`config.mk`:
```
export PLATFORM = sky130hd
export DESIGN_NAME = dual_oxygen_cell_valve_control
export DESIGN_NICKNAME = d
export VERILOG_FILES = /design/src/rtl/doxv_pkg.sv /design/src/rtl/doxv_sdiv.sv /design/src/rtl/dual_oxygen_cell_valve_control.sv
export SDC_FILE = /design/constraint.sdc
export NUM_CORES = 2
export LEC_CHECK = 0
export BUFFER_PORTS_ARGS = -buffer_cell sky130_fd_sc_hd__buf_2
export CAP_MARGIN = 5
export CORE_ASPECT_RATIO = 0.75
export CORE_MARGIN = 5
export CORE_UTILIZATION = 60
export CTS_BUF_LIST = sky130_fd_sc_hd__clkbuf_2
export DETAILED_ROUTE_END_ITERATION = 6
export PLACE_DENSITY = 0.76
export SLEW_MARGIN = 20
export SYNTH_ARGS = -nofsm -noshare
export SYNTH_HDL_FRONTEND = slang
export SYNTH_SLANG_ARGS = --single-unit
export TNS_END_PERCENT = 30
```
`constraint.sdc`:
```
create_clock -name clk_i -period 9.2 [get_ports clk_i]
set_input_delay 1.38 -clock clk_i [delete_from_list [all_inputs] [get_ports clk_i]]
set_output_delay 1.38 -clock clk_i [all_outputs]
set_load 0.01 [all_outputs]
```
`src/rtl/doxv_pkg.sv`:
```
// Package for the dual oxygen cell valve control: widths, codes, reset values and state type.
`timescale 1ns / 1ps
package doxv_pkg;

  localparam int unsigned DoxvWindow = 40;

  localparam int unsigned SampleW   = 16;
  localparam int unsigned CalW      = 15;
  localparam int unsigned MaskW     = 2;
  localparam int unsigned DelayW    = 16;
  localparam int unsigned SetpointW = 6;
  localparam int unsigned MeanW     = 16;
  localparam int unsigned OxyW      = 10;
  localparam int unsigned CfgIdxW   = 3;
  localparam int unsigned CfgDataW  = 16;
  localparam int unsigned AirW      = 8;

  localparam logic [OxyW-1:0]   O2Cap     = 10'd999;
  localparam logic [AirW-1:0]   AirTenths = 8'd209;

  localparam logic [CalW-1:0]   FloorRst   = 15'd112;
  localparam logic [CalW-1:0]   CeilingRst = 15'd320;
  localparam logic [DelayW-1:0] DelayRst   = 16'd300;

  localparam int unsigned DefSumW      = SampleW + $clog2(DoxvWindow);
  localparam int unsigned DefFillW     = $clog2(DoxvWindow + 1);
  localparam int unsigned DefDividendW = DefSumW + AirW;
  localparam int unsigned DefDivisorW  = DefFillW + CalW;
  localparam int unsigned DefCountW    = $clog2(DefDividendW + 1);

  typedef enum logic [CfgIdxW-1:0] {
    CfgCalOne   = 3'd0,
    CfgCalTwo   = 3'd1,
    CfgFloor    = 3'd2,
    CfgCeiling  = 3'd3,
    CfgMask     = 3'd4,
    CfgDelay    = 3'd5
  } cfg_index_e;

  typedef enum logic [0:0] {
    OpSample = 1'b0,
    OpTick   = 1'b1
  } op_e;

  typedef enum logic [2:0] {
    StIdle,
    StSum,
    StPrep,
    StMean,
    StOxy,
    StComb,
    StDone
  } state_e;

endpackage

```
`src/rtl/doxv_sdiv.sv`:
```
// Bit-serial restoring divider that produces one quotient bit per cycle while busy.
`timescale 1ns / 1ps
module doxv_sdiv import doxv_pkg::*; #(
  parameter int unsigned DividendW = DefDividendW,
  parameter int unsigned DivisorW  = DefDivisorW,
  parameter int unsigned CountW    = DefCountW
) (
  input  logic                 clk_i,
  input  logic                 rst_ni,
  input  logic                 start_i,
  input  logic [CountW-1:0]    steps_i,
  input  logic [DividendW-1:0] dividend_i,
  input  logic [DivisorW-1:0]  divisor_i,
  output logic                 done_o,
  output logic [DividendW-1:0] quotient_o,
  output logic [DivisorW-1:0]  remainder_o
);

  logic                 busy_q;
  logic                 done_q;
  logic [CountW-1:0]    cnt_q;
  logic [DividendW-1:0] dvd_q;
  logic [DivisorW-1:0]  dvs_q;
  logic [DivisorW-1:0]  rem_q;
  logic [DivisorW:0]    trial;
  logic                 ge;
  logic [DivisorW:0]    diff;

  assign trial = {rem_q, dvd_q[DividendW-1]};
  assign ge    = trial >= {1'b0, dvs_q};
  assign diff  = trial - {1'b0, dvs_q};

  always_ff @(posedge clk_i or negedge rst_ni) begin
    if (!rst_ni) begin
      busy_q <= 1'b0;
      done_q <= 1'b0;
      cnt_q  <= '0;
    end else begin
      done_q <= busy_q && (cnt_q == CountW'(1));
      if (start_i) begin
        busy_q <= 1'b1;
        cnt_q  <= steps_i;
      end else if (busy_q) begin
        cnt_q <= cnt_q - CountW'(1);
        if (cnt_q == CountW'(1)) begin
          busy_q <= 1'b0;
        end
      end
    end
  end

  always_ff @(posedge clk_i) begin
    if (start_i) begin
      dvd_q <= dividend_i;
      dvs_q <= divisor_i;
      rem_q <= '0;
    end else if (busy_q) begin
      dvd_q <= {dvd_q[DividendW-2:0], ge};
      rem_q <= ge ? diff[DivisorW-1:0] : trial[DivisorW-1:0];
    end
  end

  assign done_o      = done_q;
  assign quotient_o  = dvd_q;
  assign remainder_o = rem_q;

  a_no_restart: assert property (@(posedge clk_i) disable iff (!rst_ni)
    start_i |-> !busy_q)
    else $error("divider started while busy");

  a_done_idle: assert property (@(posedge clk_i) disable iff (!rst_ni)
    done_q |-> !busy_q)
    else $error("divider done while still busy");

  a_rem_bound: assert property (@(posedge clk_i) disable iff (!rst_ni)
    (busy_q && dvs_q != '0) |-> (rem_q < dvs_q))
    else $error("partial remainder not below divisor");

endmodule

```
`src/rtl/dual_oxygen_cell_valve_control.sv`:
```
// Top level of the dual oxygen cell valve control: window sums, cell evaluation and valve timer.
// A tick beat goes from acceptance straight to the done state. A sample beat passes through
// the sum, prep, mean, oxygen and combine states; the two bit-serial restoring dividers,
// one per cell, each first form the window mean one bit a cycle and then the oxygen quotient
// of 209*|sum| over fill*calibration.
// The window lives in one memory, read in the accepting cycle and written in the cycle after it.
// A result waits in an output register while the next beat is accepted.
`timescale 1ns / 1ps
module dual_oxygen_cell_valve_control import doxv_pkg::*; #(
  parameter int unsigned Window = DoxvWindow
) (
  input  logic                 clk_i,
  input  logic                 rst_ni,
  input  logic                 cfg_valid_i,
  output logic                 cfg_ready_o,
  input  logic [CfgIdxW-1:0]   cfg_index_i,
  input  logic [CfgDataW-1:0]  cfg_data_i,
  input  logic                 in_valid_i,
  output logic                 in_ready_o,
  input  logic                 op_i,
  input  logic signed [SampleW-1:0] sample_one_i,
  input  logic signed [SampleW-1:0] sample_two_i,
  input  logic [SetpointW-1:0] setpoint_percent_i,
  output logic                 out_valid_o,
  input  logic                 out_ready_i,
  output logic [MeanW-1:0]     mean_one_o,
  output logic [MeanW-1:0]     mean_two_o,
  output logic [OxyW-1:0]      oxygen_one_o,
  output logic [OxyW-1:0]      oxygen_two_o,
  output logic                 warn_one_o,
  output logic                 warn_two_o,
  output logic [OxyW-1:0]      oxygen_combined_o,
  output logic                 reading_error_o,
  output logic                 valve_open_o
);

  localparam int unsigned FillW = $clog2(Window + 1);
  localparam int unsigned SlotW = (Window > 1) ? $clog2(Window) : 1;
  localparam int unsigned SumW  = SampleW + $clog2(Window);
  localparam int unsigned DvdW  = SumW + AirW;
  localparam int unsigned DvW   = FillW + CalW;
  localparam int unsigned CntW  = $clog2(DvdW + 1);
  localparam logic [FillW-1:0] FillFull = FillW'(Window);
  localparam logic [SlotW-1:0] SlotLast = SlotW'(Window - 1);

  state_e state_q, state_d;

  logic [CalW-1:0]   cal1_q, cal2_q, floor_q, ceil_q;
  logic [MaskW-1:0]  mask_q;
  logic [DelayW-1:0] delay_q;

  logic                  op_q;
  logic [SetpointW-1:0]  sp_q;
  logic signed [SampleW-1:0] s1_q, s2_q;

  logic [2*SampleW-1:0] win_mem [Window];
  logic [2*SampleW-1:0] rd_q;

  logic signed [SumW-1:0] sum1_q, sum2_q;
  logic [FillW-1:0] fill_q;
  logic [SlotW-1:0] slot_q;
  logic [DvdW-1:0]  x1_q, x2_q;
  logic [DvW-1:0]   ncal1_q, ncal2_q;

  logic [MeanW-1:0] mean1_q, mean2_q;
  logic [OxyW-1:0]  oxy1_q, oxy2_q;
  logic             warn1_q, warn2_q;
  logic [OxyW-1:0]  comb_q;
  logic             err_q;
  logic             valve_q;
  logic [DelayW-1:0] since_q;

  logic             out_valid_q;
  logic [MeanW-1:0] o_mean1_q, o_mean2_q;
  logic [OxyW-1:0]  o_oxy1_q, o_oxy2_q, o_comb_q;
  logic             o_warn1_q, o_warn2_q, o_err_q, o_valve_q;

  logic in_fire, mem_we, div_start, out_load, full;
  logic signed [SumW-1:0] sum1_d, sum2_d;
  logic [SumW-1:0] mag1, mag2;
  logic [CntW-1:0]  div_steps;
  logic [DvdW-1:0]  dvd1, dvd2, q1, q2;
  logic [DvW-1:0]   dvs1, dvs2, r1, r2;
  logic             done1, done2, div_done;
  logic             ok1, ok2, use1, use2;
  logic [OxyW:0]    total;
  logic [DelayW-1:0] since_inc;
  logic [OxyW-1:0]  sp_tenths;
  logic             open_req, valve_d;

  // Next-state logic.
  always_comb begin
    state_d = state_q;
    case (state_q)
      StIdle: begin
        if (in_valid_i) begin
          state_d = (op_i == OpTick) ? StDone : StSum;
        end
      end
      StSum:  state_d = StPrep;
      StPrep: state_d = StMean;
      StMean: begin
        if (div_done) state_d = StOxy;
      end
      StOxy: begin
        if (div_done) state_d = StComb;
      end
      StComb: state_d = StDone;
      StDone: begin
        if (!out_valid_q || out_ready_i) state_d = StIdle;
      end
      default: state_d = StIdle;
    endcase
  end

  // Control outputs of the sequencer.
  always_comb begin
    in_ready_o = 1'b0;
    mem_we     = 1'b0;
    div_start  = 1'b0;
    out_load   = 1'b0;
    case (state_q)
      StIdle: in_ready_o = 1'b1;
      StSum:  mem_we     = 1'b1;
      StPrep: div_start  = 1'b1;
      StMean: div_start  = div_done;
      StDone: out_load   = !out_valid_q || out_ready_i;
      default: ;
    endcase
  end

  assign in_fire     = in_valid_i && in_ready_o;
  assign cfg_ready_o = 1'b1;

  always_ff @(posedge clk_i or negedge rst_ni) begin
    if (!rst_ni) begin
      state_q <= StIdle;
    end else begin
      state_q <= state_d;
    end
  end

  always_ff @(posedge clk_i or negedge rst_ni) begin
    if (!rst_ni) begin
      cal1_q  <= '0;
      cal2_q  <= '0;
      floor_q <= FloorRst;
      ceil_q  <= CeilingRst;
      mask_q  <= '0;
      delay_q <= DelayRst;
    end else if (cfg_valid_i) begin
      case (cfg_index_i)
        CfgCalOne:  cal1_q  <= cfg_data_i[CalW-1:0];
        CfgCalTwo:  cal2_q  <= cfg_data_i[CalW-1:0];
        CfgFloor:   floor_q <= cfg_data_i[CalW-1:0];
        CfgCeiling: ceil_q  <= cfg_data_i[CalW-1:0];
        CfgMask:    mask_q  <= cfg_data_i[MaskW-1:0];
        CfgDelay:   delay_q <= cfg_data_i[DelayW-1:0];
        default: ;
      endcase
    end
  end

  always_ff @(posedge clk_i) begin
    if (in_fire) begin
      op_q <= op_i;
      sp_q <= setpoint_percent_i;
      s1_q <= sample_one_i;
      s2_q <= sample_two_i;
    end
  end

  always_ff @(posedge clk_i) begin
    if (mem_we) begin
      win_mem[slot_q] <= {s2_q, s1_q};
    end
    rd_q <= win_mem[slot_q];
  end

  assign full   = fill_q == FillFull;
  assign sum1_d = sum1_q + SumW'(s1_q)
                - (full ? SumW'($signed(rd_q[SampleW-1:0])) : SumW'(0));
  assign sum2_d = sum2_q + SumW'(s2_q)
                - (full ? SumW'($signed(rd_q[2*SampleW-1:SampleW])) : SumW'(0));

  assign mag1 = sum1_q[SumW-1] ? $unsigned(-sum1_q) : $unsigned(sum1_q);
  assign mag2 = sum2_q[SumW-1] ? $unsigned(-sum2_q) : $unsigned(sum2_q);

  always_ff @(posedge clk_i or negedge rst_ni) begin
    if (!rst_ni) begin
      sum1_q <= '0;
      sum2_q <= '0;
      fill_q <= '0;
      slot_q <= '0;
    end else if (mem_we) begin
      sum1_q <= sum1_d;
      sum2_q <= sum2_d;
      if (!full) fill_q <= fill_q + FillW'(1);
      slot_q <= (slot_q == SlotLast) ? '0 : slot_q + SlotW'(1);
    end
  end

  always_ff @(posedge clk_i) begin
    if (state_q == StPrep) begin
      x1_q    <= DvdW'(mag1) * DvdW'(AirTenths);
      x2_q    <= DvdW'(mag2) * DvdW'(AirTenths);
      ncal1_q <= DvW'(fill_q) * DvW'(cal1_q);
      ncal2_q <= DvW'(fill_q) * DvW'(cal2_q);
    end
  end

  // The mean pass consumes only the magnitude bits of a left-aligned dividend.
  always_comb begin
    if (state_q == StPrep) begin
      dvd1      = {mag1, AirW'(0)};
      dvd2      = {mag2, AirW'(0)};
      dvs1      = DvW'(fill_q);
      dvs2      = DvW'(fill_q);
      div_steps = CntW'(SumW);
    end else begin
      dvd1      = x1_q;
      dvd2      = x2_q;
      dvs1      = ncal1_q;
      dvs2      = ncal2_q;
      div_steps = CntW'(DvdW);
    end
  end

  doxv_sdiv #(
    .DividendW (DvdW),
    .DivisorW  (DvW),
    .CountW    (CntW)
  ) u_div_one (
    .clk_i       (clk_i),
    .rst_ni      (rst_ni),
    .start_i     (div_start),
    .steps_i     (div_steps),
    .dividend_i  (dvd1),
    .divisor_i   (dvs1),
    .done_o      (done1),
    .quotient_o  (q1),
    .remainder_o (r1)
  );

  doxv_sdiv #(
    .DividendW (DvdW),
    .DivisorW  (DvW),
    .CountW    (CntW)
  ) u_div_two (
    .clk_i       (clk_i),
    .rst_ni      (rst_ni),
    .start_i     (div_start),
    .steps_i     (div_steps),
    .dividend_i  (dvd2),
    .divisor_i   (dvs2),
    .done_o      (done2),
    .quotient_o  (q2),
    .remainder_o (r2)
  );

  assign div_done = done1 && done2;

  // The sum lies strictly inside the window times the fill exactly when the floored
  // mean and its remainder do.
  assign ok1 = (cal1_q > floor_q) && (cal1_q < ceil_q)
            && ((q1 > DvdW'(floor_q)) || ((q1 == DvdW'(floor_q)) && (r1 != '0)))
            && (q1 < DvdW'(ceil_q));
  assign ok2 = (cal2_q > floor_q) && (cal2_q < ceil_q)
            && ((q2 > DvdW'(floor_q)) || ((q2 == DvdW'(floor_q)) && (r2 != '0)))
            && (q2 < DvdW'(ceil_q));

  assign use1  = !warn1_q && !mask_q[0];
  assign use2  = !warn2_q && !mask_q[1];
  assign total = (use1 ? {1'b0, oxy1_q} : '0) + (use2 ? {1'b0, oxy2_q} : '0);

  // A zero calibration gives a zero divisor, whose all-ones quotient is capped.
  always_ff @(posedge clk_i or negedge rst_ni) begin
    if (!rst_ni) begin
      mean1_q <= '0;
      mean2_q <= '0;
      warn1_q <= 1'b0;
      warn2_q <= 1'b0;
      oxy1_q  <= '0;
      oxy2_q  <= '0;
      comb_q  <= '0;
      err_q   <= 1'b0;
    end else begin
      if (state_q == StMean && div_done) begin
        mean1_q <= q1[MeanW-1:0];
        mean2_q <= q2[MeanW-1:0];
        warn1_q <= !ok1;
        warn2_q <= !ok2;
      end
      if (state_q == StOxy && div_done) begin
        oxy1_q <= (q1 > DvdW'(O2Cap)) ? O2Cap : q1[OxyW-1:0];
        oxy2_q <= (q2 > DvdW'(O2Cap)) ? O2Cap : q2[OxyW-1:0];
      end
      if (state_q == StComb) begin
        err_q  <= !use1 && !use2;
        comb_q <= (use1 && use2) ? total[OxyW:1] : total[OxyW-1:0];
      end
    end
  end

  assign since_inc = (op_q == OpTick && since_q != '1) ? since_q + DelayW'(1) : since_q;
  assign sp_tenths = {1'b0, sp_q, 3'b000} + {3'b000, sp_q, 1'b0};
  assign open_req  = !err_q && (comb_q < sp_tenths);
  assign valve_d   = open_req ? 1'b1 : ((valve_q && since_inc > delay_q) ? 1'b0 : valve_q);

  always_ff @(posedge clk_i or negedge rst_ni) begin
    if (!rst_ni) begin
      valve_q     <= 1'b0;
      since_q     <= '0;
      out_valid_q <= 1'b0;
    end else begin
      if (out_load) begin
        valve_q <= valve_d;
        since_q <= open_req ? '0 : since_inc;
      end
      if (out_load) begin
        out_valid_q <= 1'b1;
      end else if (out_ready_i) begin
        out_valid_q <= 1'b0;
      end
    end
  end

  always_ff @(posedge clk_i) begin
    if (out_load) begin
      o_mean1_q <= mean1_q;
      o_mean2_q <= mean2_q;
      o_oxy1_q  <= oxy1_q;
      o_oxy2_q  <= oxy2_q;
      o_warn1_q <= warn1_q;
      o_warn2_q <= warn2_q;
      o_comb_q  <= comb_q;
      o_err_q   <= err_q;
      o_valve_q <= valve_d;
    end
  end

  assign out_valid_o       = out_valid_q;
  assign mean_one_o        = o_mean1_q;
  assign mean_two_o        = o_mean2_q;
  assign oxygen_one_o      = o_oxy1_q;
  assign oxygen_two_o      = o_oxy2_q;
  assign warn_one_o        = o_warn1_q;
  assign warn_two_o        = o_warn2_q;
  assign oxygen_combined_o = o_comb_q;
  assign reading_error_o   = o_err_q;
  assign valve_open_o      = o_valve_q;

  a_fill_bound: assert property (@(posedge clk_i) disable iff (!rst_ni)
    fill_q <= FillFull)
    else $error("fill count beyond the window depth");

  a_slot_tracks_fill: assert property (@(posedge clk_i) disable iff (!rst_ni)
    (fill_q != FillFull) |-> (FillW'(slot_q) == fill_q))
    else $error("write slot out of step with fill count while filling");

  a_open_clears_timer: assert property (@(posedge clk_i) disable iff (!rst_ni)
    $rose(valve_q) |-> (since_q == '0))
    else $error("valve opened without clearing the close timer");

  a_sum_only_samples: assert property (@(posedge clk_i) disable iff (!rst_ni)
    (state_q == StSum) |-> (op_q == OpSample))
    else $error("window updated by a tick beat");

endmodule
```
# Yosys cells after proc, flatten, opt, wreduce, memory -nomap -nowiden
# Memory sizes are Yosys's and may differ from the RTL's. A register that Yosys moved wholly into a read port is not among the register bits.
# Cells that the tools add are included.
# classes
eq_ne	22
shifts	0
n_lt_le_gt_ge	14
multipliers	4
reduce_logical	49
bitwise	1
addsub	15
muxes	49
n_div	0
# op_table
operator	n
30-bit 2-to-1 mux	6
22-bit 2-to-1 mux	4
30-bit by 15-bit equality test with 1-bit output	2
30-bit by 10-bit > comparator with 1-bit output (second input constant)	2
30-bit by 15-bit > comparator with 1-bit output	2
30-bit by 15-bit < comparator with 1-bit output	2
22-bit by 8-bit multiplier with 30-bit output (second input constant)	2
10-bit 2-to-1 mux	5
22-bit by 16-bit adder with 22-bit output	2
22-bit by 21-bit greater-or-equal comparator with 1-bit output	2
22-bit negation	2
22-bit subtractor	2
6-bit by 15-bit multiplier with 21-bit output	2
21-bit 2-to-1 mux	2
21-bit nonzero test	2
21-bit subtractor	2
16-bit 2-to-1 mux	2
15-bit > comparator	2
15-bit < comparator	2
1-bit logical AND	21
3-bit one-hot mux with 7 select lines	1
5-bit 2-to-1 mux	4
6-bit 2-to-1 mux	3
16-bit by 1-bit adder with 16-bit output (second input constant)	1
24 further kinds	77
# word_totals
latchBits	0
rom_bits	0
reg_bits	585
ramBits	1280
inputBits	63
out_inout_bits	69
word_cells	208
mem_count	1
# mem_list
name	words	width	rd	rd_clocked_by_memory_dff	wr	line	text
win_mem	40	32	1	1	1	dual_oxygen_cell_valve_control.sv:56	logic [2*SampleW-1:0] win_mem [Window];

# Longest topological paths before layout
# depth
word_depth	7
depth_mapped	23

# Modules after synthesis
# From an unflattened synthesis, not the netlist that was laid out.
# unflattened
cells_unflattened	6978
hier_area_um2	91849.3
# by_module_without_submodules
mod	instances	area_each_um2	cells_per_inst
dual_oxygen_cell_valve_control	1	83231.1	6169
doxv_sdiv at u_div_one	1	4340.4	400
doxv_sdiv at u_div_two	1	4277.9	409

# Worst setup path after synthesis
# Ideal clock, no wire load.
# synth_timing
path_kind	reg-to-reg
from	register sum2_q[0]
to	register x2_q[28] (data pin)
required_time_ns	8.935
path_stages_with_launch	20
setup_slack_ns	3.659
t_arrival_ns	5.276
setup_ns	0.265
n_path_buf	0
path_cell_list	dfrtp_1 nor3_1 nand4_1 or4_1 or4_1 nand2_1 xnor2_1 ha_1 fa_1 inv_1 fa_1 inv_1 ha_1 ha_1 or4_1 o22ai_1 o21ai_0 o21ai_0 o21ai_0 xor2_1
# synth_between
elab_chain_len	3
# synth_rtl
element	line	text
start: declaration	dual_oxygen_cell_valve_control.sv:59	logic signed [SumW-1:0] sum1_q, sum2_q;
start signal: assignment	dual_oxygen_cell_valve_control.sv:197	sum2_q <= sum2_d;
22-bit negation	dual_oxygen_cell_valve_control.sv:187	assign mag2 = sum2_q[SumW-1] ? $unsigned(-sum2_q) : $unsigned(sum2_q);
22-bit 2-to-1 mux *	dual_oxygen_cell_valve_control.sv:187	
22-bit by 8-bit multiplier with 30-bit output *	dual_oxygen_cell_valve_control.sv:206	x2_q <= DvdW'(mag2) * DvdW'(AirTenths);
end signal: assignment	dual_oxygen_cell_valve_control.sv:206	
end: declaration	dual_oxygen_cell_valve_control.sv:62	logic [DvdW-1:0] x1_q, x2_q;
# Mark *: on every way between the ends. The rest lies on a longest branch, timed or not.
# A chain may end at the register's enable or synchronous reset.

# Worst setup path after layout
# layout_timing
from	register sum2_q[0]
to	register x2_q[27] (data pin)
# Same word-level chain as after synthesis.

==> impl_metrics.ini <==
[status]
status = finished clean

[layout]
final_util_pct = 65.6
syn_to_final_growth_pct = 9.07
final_cells = 9606
nets = 8035
drive_above_1_share_pct = 14.6

[global_route]
grt_pass1_wl_mm = 365
antenna_found_initial = 11
track_usage_pct = 30.2
overflow = 0
grt_max_degree = 135
grt_pass1_vias = 60500

[clock_tree]
path_clk_slew_ns = 0.12
cts_buffers = 440
ctsResizeCount = 0
clk_latency_ns = 1.90
cts_tree = yes
cts-root-buf = clkbuf_2
cts_max_level = 5
cts_max_path_buffers = 4
clock-sinks = 1897

[synthesis]
synth_nets = 7571
synth_warnings = 0
synth_area_um2 = 90000
synth-seq-area-share_pct = 61.2
avgSynthCellArea_um2 = 13.2
synth_ff_type = edfxtp_1
ys_async_sr_fraction_pct = 12.3
synth_cell_type_count = 86
yosysMostFrequentCell = edfxtp_1
yosys.area.top_type_share_pct = 53.0
ys_ff_latch = 1897
syn-instance-count = 6813
synth_common_cells = 1589 x edfxtp_1, 532 x nand2_1, 527 x inv_1
synth_edf_count = 1589
yosysTopAreaCell = edfxtp_1
ys_top_cells_by_area = edfxtp_1 53%, ha_1 7.1%, dfrtp_1 6.3%, fa_1 4.1%, a22oi_1 3.5%

[timing]
tightest_slew_ns = 1.21
hold_viol_final = 0
setup_tns_ns = 0
finalClockSkew_ns = 0.323
slew_headroom_pct = 18.7
fin_crit_sh_pct = 70.3
slew_violations = 0
fin_crit_ns = 6.47
rsz0062_at_grt = false
fmax_ghz = 0.155
fin_hold_ws_ns = 0.304
setup_violations = 0

[setup_path]
crit_type = reg -> reg
cp_max_fo = 7
critPathCaptureType = flip-flop
crit_arrival_ns = 7.85
cp-start-kind = flip-flop
required_ns = 10.58

[drt]
firstDrtPassIters = 6
drt_iter0_markers = 8347
ant_nets = 0
wl_per_cell_um = 25.3
vias_per_cell = 6.38
drc = 0
drt-total-wl_mm = 243
num_vias = 61300

[die]
initial_core_util_pct = 60.2
ioPinCount = 132
die_h_um = 345
die_area_um2 = 158000
coreArea_um2 = 150000
die_w_um = 457
std_cell_rows = 123

[placement]
gp_congestion = 0.905
portBuffers = 130
dpl.hpwl_mm = 148
place_inst = 8764

[flow_run]
maxCapViolations = 0

[hold_path]
min_path_type = in -> reg
logic make-up after synthesis:
logic type	synth area share, %
AOI/OAI and AO/OA	12.6
adders and majority gates	11.2
and+or+nand+nor	7.78
xor gates and xnor gates	2.54
muxes	1.18
buffers and inverters	3.52
other	0.00417
DFF	61.2
stage by stage:
step	setup slack, ns	area (um^2)
5_1_grt	2.35	98200
4_1_cts	2.84	98200
6_report	2.73	98200
2_1_floorplan	3.66	90000
3_5_place_dp	2.89	93400
3_3_place_gp	2.93	93400
final timing paths:
path	start	end	slack (ns)	depth (start not counted)
max	sum2_q[0]$_DFFE_PN0P_	x2_q[27]$_DFFE_PP_	2.73	21
min	sample_one_i[14]	s1_q[14]$_DFFE_PP_	0.30	2
max reg2reg	sum2_q[0]$_DFFE_PN0P_	x2_q[27]$_DFFE_PP_	2.73	21
min reg2reg	mean2_q[2]$_DFFE_PN0P_	mean_two_o[2]$_DFFE_PP_	0.37	0
max in group asynchronous	rst_ni	sum1_q[16]$_DFFE_PN0P_	7.49	3
min in group asynchronous	rst_ni	sum2_q[11]$_DFFE_PN0P_	0.33	2
timing repair:
action | CTS | global route
endpoints found under the hold margin | 221 | 0
buffers inserted | 0 | 0
hold buffers | 71 | 0
state kept, by name (all words and copies together) (netlist names), 21 cells and up:
signal                 count
win_mem                 1280
rd_q                      32
u_div_one.quotient_o      30
u_div_two.quotient_o      30
x1_q                      30
x2_q                      30
sum1_q                    22
sum2_q                    22
ncal1_q                   21
ncal2_q                   21
u_div_one.dvs_q           21
u_div_one.remainder_o     21
u_div_two.dvs_q           21
u_div_two.remainder_o     21
layout by cell type (no fill, tap or decap), types with 71 or more instances in the layout:
| master | n |
|---|---|
| dfrtp_1 | 222 |
| ha_1 | 509 |
| nor2b_1 | 71 |
| a221oi_1 | 132 |
| a21o_1 | 121 |
| fa_1 | 186 |
| a22o_1 | 136 |
| dfxtp_1 | 74 |
| nand4_1 | 182 |
| clkinv_1 | 84 |
| nor2_1 | 165 |
| edfxtp_1 | 1589 |
| clkbuf_2 | 652 |
| and2_1 | 97 |
| nand3_1 | 95 |
| nand2_1 | 532 |
| xnor2_1 | 179 |
| buf_2 | 129 |
| o21ai_0 | 281 |
| xor2_1 | 82 |
| dlygate4sd3_1 | 71 |
| inv_1 | 524 |
| buf_4 | 123 |
| a22oi_1 | 424 |
| a21oi_1 | 185 |
critical path: stages, from the launching register on:
cell,delay (ns)
dfrtp_1,0.48
nor3_1,0.36
nand4_1,0.22
and2_1,0.22
xnor2_1,0.56
inv_1,0.18
ha_1,0.34
ha_1,0.33
xor2_1,0.17
ha_1,0.37
xor2_1,0.17
ha_1,0.33
ha_1,0.34
nand2_1,0.08
a21oi_1,0.04
a221oi_1,0.53
o21ai_1,0.20
a41oi_1,0.37
nor3_1,0.13
a2111oi_2,0.46
a21oi_1,0.15
xor2_1,0.16
metal layers:
layer	global-route usage, %	vias up	routed length [um]	share of wire, %
li1	-	26800	-	-
met1	44.2	30100	99200	41
met2	44.6	3836	106000	44
met3	7.35	563	29300	12
met4	10.8	2	7930	3.3
met5	0	-	17	0.0070
final cells by class:
cell class	count	area, um^2
fill	11100	51400
clock buffer	652	3260
timing repair buffer	330	2410
multi-input combinational	4079	32200
clock inverter	114	771
sequential	1897	55100
tap	2000	2500
antenna	5	12.5
inverter	529	1990
Power is not shown: default switching activity piles up to over one toggle a cycle in this logic, so the estimate is an artifact.
